## src/hw/rtl/rmi_pkg.sv

```systemverilog
// Shared types for the running median insertion block.
// Holds the request, response and cell link structs; depends on nothing.
package rmi_pkg;

   localparam int SAMPLE_W = 32;
   localparam int COUNT_OUT_W = 7;

   typedef struct packed {
      logic signed [SAMPLE_W-1:0] sample;
      logic                       restart;
   } req_type;

   typedef struct packed {
      logic signed [SAMPLE_W-1:0] median_value;
      logic [COUNT_OUT_W-1:0]     stored_count;
      logic                       full_drop;
   } rsp_type;

   // What one cell hands to its upper neighbor: its held value and whether it moves up.
   typedef struct packed {
      logic                       shift;
      logic signed [SAMPLE_W-1:0] value;
   } link_type;

endpackage

```

## src/hw/rtl/rmi_cell.sv

```systemverilog
// One storage cell of the sorted insertion chain.
// Depends on rmi_pkg for the sample width and the neighbor link struct.
module rmi_cell #(
   parameter int INDEX = 0,
   parameter int CNT_W = 7,
   parameter int IDX_W = 6
) (
   input  logic                                 clock,
   input  logic                                 update,
   input  logic signed [rmi_pkg::SAMPLE_W-1:0]  sample,
   input  logic [CNT_W-1:0]                     count_eff,
   input  logic [IDX_W-1:0]                     mid,
   input  rmi_pkg::link_type                    link_left,
   output rmi_pkg::link_type                    link_right,
   output logic [rmi_pkg::SAMPLE_W-1:0]         tap
);

   localparam logic [CNT_W-1:0] IDX_C = CNT_W'(INDEX);
   localparam logic [IDX_W-1:0] IDX_M = IDX_W'(INDEX);

   logic signed [rmi_pkg::SAMPLE_W-1:0] value_ff;
   logic signed [rmi_pkg::SAMPLE_W-1:0] value_in;
   logic                                occupied;
   logic                                shift;

   // An empty cell acts as positive infinity, so it always takes data from below.
   assign occupied = IDX_C < count_eff;
   assign shift    = !occupied || (value_ff > sample);

   always_comb begin
      if (shift) begin
         value_in = link_left.shift ? link_left.value : sample;
      end else begin
         value_in = value_ff;
      end
   end

   always_ff @(posedge clock) begin
      if (update) begin
         value_ff <= value_in;
      end
   end

   assign link_right.shift = shift;
   assign link_right.value = value_ff;
   assign tap = (mid == IDX_M) ? value_ff : '0;

endmodule

```

## config.mk

```make
export PLATFORM = sky130hd
export DESIGN_NAME = rmi_cell
export DESIGN_NICKNAME = d
export VERILOG_FILES = /design/src/hw/rtl/rmi_pkg.sv /design/src/hw/rtl/rmi_cell.sv
export SDC_FILE = /design/constraint.sdc
export NUM_CORES = 1
export LEC_CHECK = 0
export BUFFER_PORTS_ARGS = -buffer_cell sky130_fd_sc_hd__buf_2
export CAP_MARGIN = 30
export CELL_PAD_IN_SITES_DETAIL_PLACEMENT = 0
export CELL_PAD_IN_SITES_GLOBAL_PLACEMENT = 1
export CORE_UTILIZATION = 33
export DETAILED_ROUTE_END_ITERATION = 10
export GPL_TIMING_DRIVEN = 1
export PLACE_DENSITY_LB_ADDON = 0.1
export SETUP_SLACK_MARGIN = 0.05
export SLEW_MARGIN = 20
export SYNTH_ARGS = -nofsm -noshare
export SYNTH_HDL_FRONTEND = slang
export SYNTH_SLANG_ARGS = --single-unit
```

## constraint.sdc

```tcl
create_clock -name clock -period 6.5 [get_ports clock]
set_input_delay 0.65 -clock clock [delete_from_list [all_inputs] [get_ports clock]]
set_output_delay 0.65 -clock clock [all_outputs]
set_load 0.02 [all_outputs]
```

# Word level (Yosys, flattened, before mapping)
# Cells that the tools add are included.
[totals] wordCells=9 reg_bits=32 out_inout_bits=65 inputBits=80
[op_classes] n_reduce_logical=4 mux=2 order_cmp=2
[op_table] operator="$mux 32" count=2
[op_table] operator="$gt 32x32->1" count=1
[op_table] operator="$lt 1x7->1 const A" count=1
[op_table] operator="$logic_not 6->1" count=1
[op_table] operator="$reduce_and 2->1" count=1
[op_table] operator="$logic_not 1->1" count=1
[op_table] operator="$logic_or 1x1->1" count=1

# Depth between registers and ports, before layout
[depth] word_depth=4 ltp_mapped=8 depth_no_buf=7

# Least setup slack after synthesis
# Ideal clock, no wire load.
[synth_path] path_type="input port to flip-flop" from="in sample[19] in the netlist's numbering" to="reg value_ff[0] in the netlist's numbering, enable pin" arrival_ps=4096 slack_ps=1934 t_required_ps=6030 setup_time_ps=470 n_path_buf=0 stages=7 cell_sequence="inv_1 > ha_1 > a21oi_1 > o21ai_0 > a221oi_1 > o31ai_1 > a211oi_1"
[synth_via] elab_chain_cells=3
[synth_rtl] item="from (decl)" line="rmi_cell.sv:10" text="input logic signed [rmi_pkg::SAMPLE_W-1:0] sample,"
[synth_rtl] item="$gt 32x32->1" line="rmi_cell.sv:28" text="assign shift = !occupied || (value_ff > sample);"
[synth_rtl] item="$logic_or 1x1->1" line="rmi_cell.sv:28"
[synth_rtl] item="$reduce_and 2->1 (no source line)"
[synth_rtl] item="to (signal assigned)" line="rmi_cell.sv:40" text="value_ff <= value_in;"
[synth_rtl] item="to (decl)" line="rmi_cell.sv:21" text="logic signed [rmi_pkg::SAMPLE_W-1:0] value_ff;"
# Every way passes these cells.
# A chain may end at the register's enable or synchronous reset.

# Final worst setup path
[layout_path] from="in sample[31] in the netlist's numbering" to="reg value_ff[4] in the netlist's numbering, enable pin"
# Same word-level chain as after synthesis.

==> run metrics <==
Post-DRT Antenna Nets 0; Power, Total 623.5 µW; Power Density 185.9 mW/mm²; global route total overflow 0; Die ar. 0.007621 mm²; hold path depth 3; maximum vdd drop 0.00008820 V; gpl congestion between 0.7 and 0.8; Skew-Pair Late Insertion Delay 0.29 ns; Post-DP Area ~0.0032 mm²; max reg flops 32; initial drt markers 46; Hold EP value_ff[24]; drt first pass iters 4; postcts setup bufs 0; synthesized instance count between 200 and 300; synth unique cells 30; beginning of the worst hold path link_left[24]; DR vias approximately 2300; setup slack, reg-to-reg 3.33 ns; WL final 6250 µm; Synth area leaders edfxtp_1 40%, ha_1 17%, and2_2 9.7%; H-tree depth 2; CP Data Required Time 6.46 ns; Top reg by flops value_ff; GRT Total Usage 16.73%; most frequent cell after synthesis nand2_1; Non-Filler Instances 499; Critical Path Start Type input pin; Area growth syn-to-layout 39.71%; worst slew pin tran 0.8211 ns; Worst Setup SP sample[31]; # nets final a little over 500; final setup fails 0; dpl hpwl approximately 4900 µm; CP arrival approximately 3.2 ns; Primary FF master, synth edfxtp_1; R2R Path End value_ff[4]; drt drc 0; RSZ-0062 raised after global routing no; reg2reg start value_ff[31]; I/O pin total 145; Worst Reg-to-Reg Cells 6; core area 0.006907 mm²; Cell Area, Synth 0.002401 mm²; Setup crit end kind register; synthesis-stage register bit count 32; FMAX 0.3103 GHz; placed cell count 490; Hold Vio Cnt, Final 0; Initial Util 34.76%; FF/Latch Area 960.9 µm²; I/O Buffers 144; FILL cells 726; layout cells sized above 1 46.65%; initial antenna violation count 0; syn nets about 370; post-cts sizing count 0; minimum clock period 3.222 ns; CTS sink cnt 32; post-synth top area cell edfxtp_1; sequential element share of the synthesized area 40.02%; vias per std cell 4.527; Post-synth EDFFs 32; CP cell instances buf_2, inv_1, ha_1, nand4_1, nor4_1, o41ai_1, a211oi_4, buf_4; CTS tree built; Max stage delay on crit path roughly 0.76 ns; post-cts hold buffer count 0; Synth Area per Inst just over 9 µm²; max-cap viol count 0; largest net degree at the start of global routing 64; clk root buf clkbuf_8; Commonest cells post-synth 36 x nand2_1, 34 x o21ai_0, 33 x inv_1, 32 x edfxtp_1, 32 x ha_1; slew margin rel. 45.08%; warnings from Yosys 0; skew final ~0.012 ns; first-pass GRT wire length 9646 µm; run status complete, no violations; Worst-path clk slew 0.07 ns; Routed WL per cell 12.53 µm; vias in the first global route 2058; final design utilization between 40 and 50%; leakage dissipation 0.001761 µW; ant diodes 0; Die W between 80 and 90 µm; biggest regs value_ff (32); worst min-delay path category in -> reg; Crit Path Max Fanout 18; chip height between 80 and 90 µm; CP Class in -> reg; Yosys top cell area share 40.02%; multi-input logic area around 0.0013 mm²; asr flop ratio synth 0%; Num CTS Buffers 5; Clock Tree Buf Depth 2; fin. max-slew vios 0; post-route cell area 0.003354 mm²; fin crit share 49.57%; Slowest-stage cell, CP a211oi_4; Cell Rows 30; Setup TNS Final 0 ns
## final cells by class
cell class | count | share of cell area [%]
clock buffers | 5 | 2.051
clock inverters | 3 | 1.119
inverters | 33 | 3.693
multi-input cells | 183 | 38.16
flip-flops and latches | 32 | 28.65
well taps | 96 | 3.581
repair buffers | 147 | 22.75
## layer usage
metal / global-route usage, % / share of wire, %
met5: 0 / 0
met1: 22.84 / 48
met4: 4.471 / 1.0
met2: 26.85 / 45
met3: 3.507 / 5.8
## cell families after synthesis
family / share of synthesized area [%]
and+or+nand+nor: 22.30
muxes: 0.4690
adders and majority gates: 16.68
buffers and inverters: 7.191
DFF: 40.02
AOI/OAI and AO/OA: 13.34
## worst max-delay path: cells and delay by family
| kind | cells | cell delay (ns) |
|---|---|---|
| adder cells (fa/ha/maj) | 1 | 0.31 |
| AO/OA/AOI/OAI | 2 | 0.99 |
| AND/OR/NAND/NOR | 2 | 0.69 |
| buffers and inverters | 3 | 0.54 |
## how the worst max path moves through the flow
stage | end | slack (ns) | depth (start not counted)
2_1_floorplan | value_ff[0] | 1.93 | 7
3_3_place_gp | value_ff[9] | 2.99 | 8
3_5_place_dp | value_ff[8] | 2.92 | 8
4_1_cts | value_ff[8] | 3.21 | 8
5_1_grt | value_ff[8] | 2.94 | 8
6_report | value_ff[4] | 3.28 | 8
## where the power goes
group          total, µW  switching (µW)  internal (µW)  leakage [µW]
Combinational        164            97.7           66.7       0.00140
Sequential           270            14.4            255      0.000308
Clock                190            77.8            112     0.0000532
## cell usage in the layout, fill, tap and decap left out, drive strengths merged, types with 4 or more instances in the layout
cell	instances
o21ai	34
inv	33
and2	32
clkbuf	5
ha	32
a21o	4
a21oi	13
nand2	36
edfxtp	32
buf	147
nor3	4
nand4	8
## through the flow
stage          worst slack [ns]  hold slack [ns]
2_1_floorplan             1.934           0.8371
3_3_place_gp              2.991           0.9261
3_5_place_dp              2.922           0.9344
4_1_cts                   3.208           0.6338
5_1_grt                   2.937           0.6470
6_report                  3.278           0.6379
Note: power is estimated with default switching activity, not from simulation.
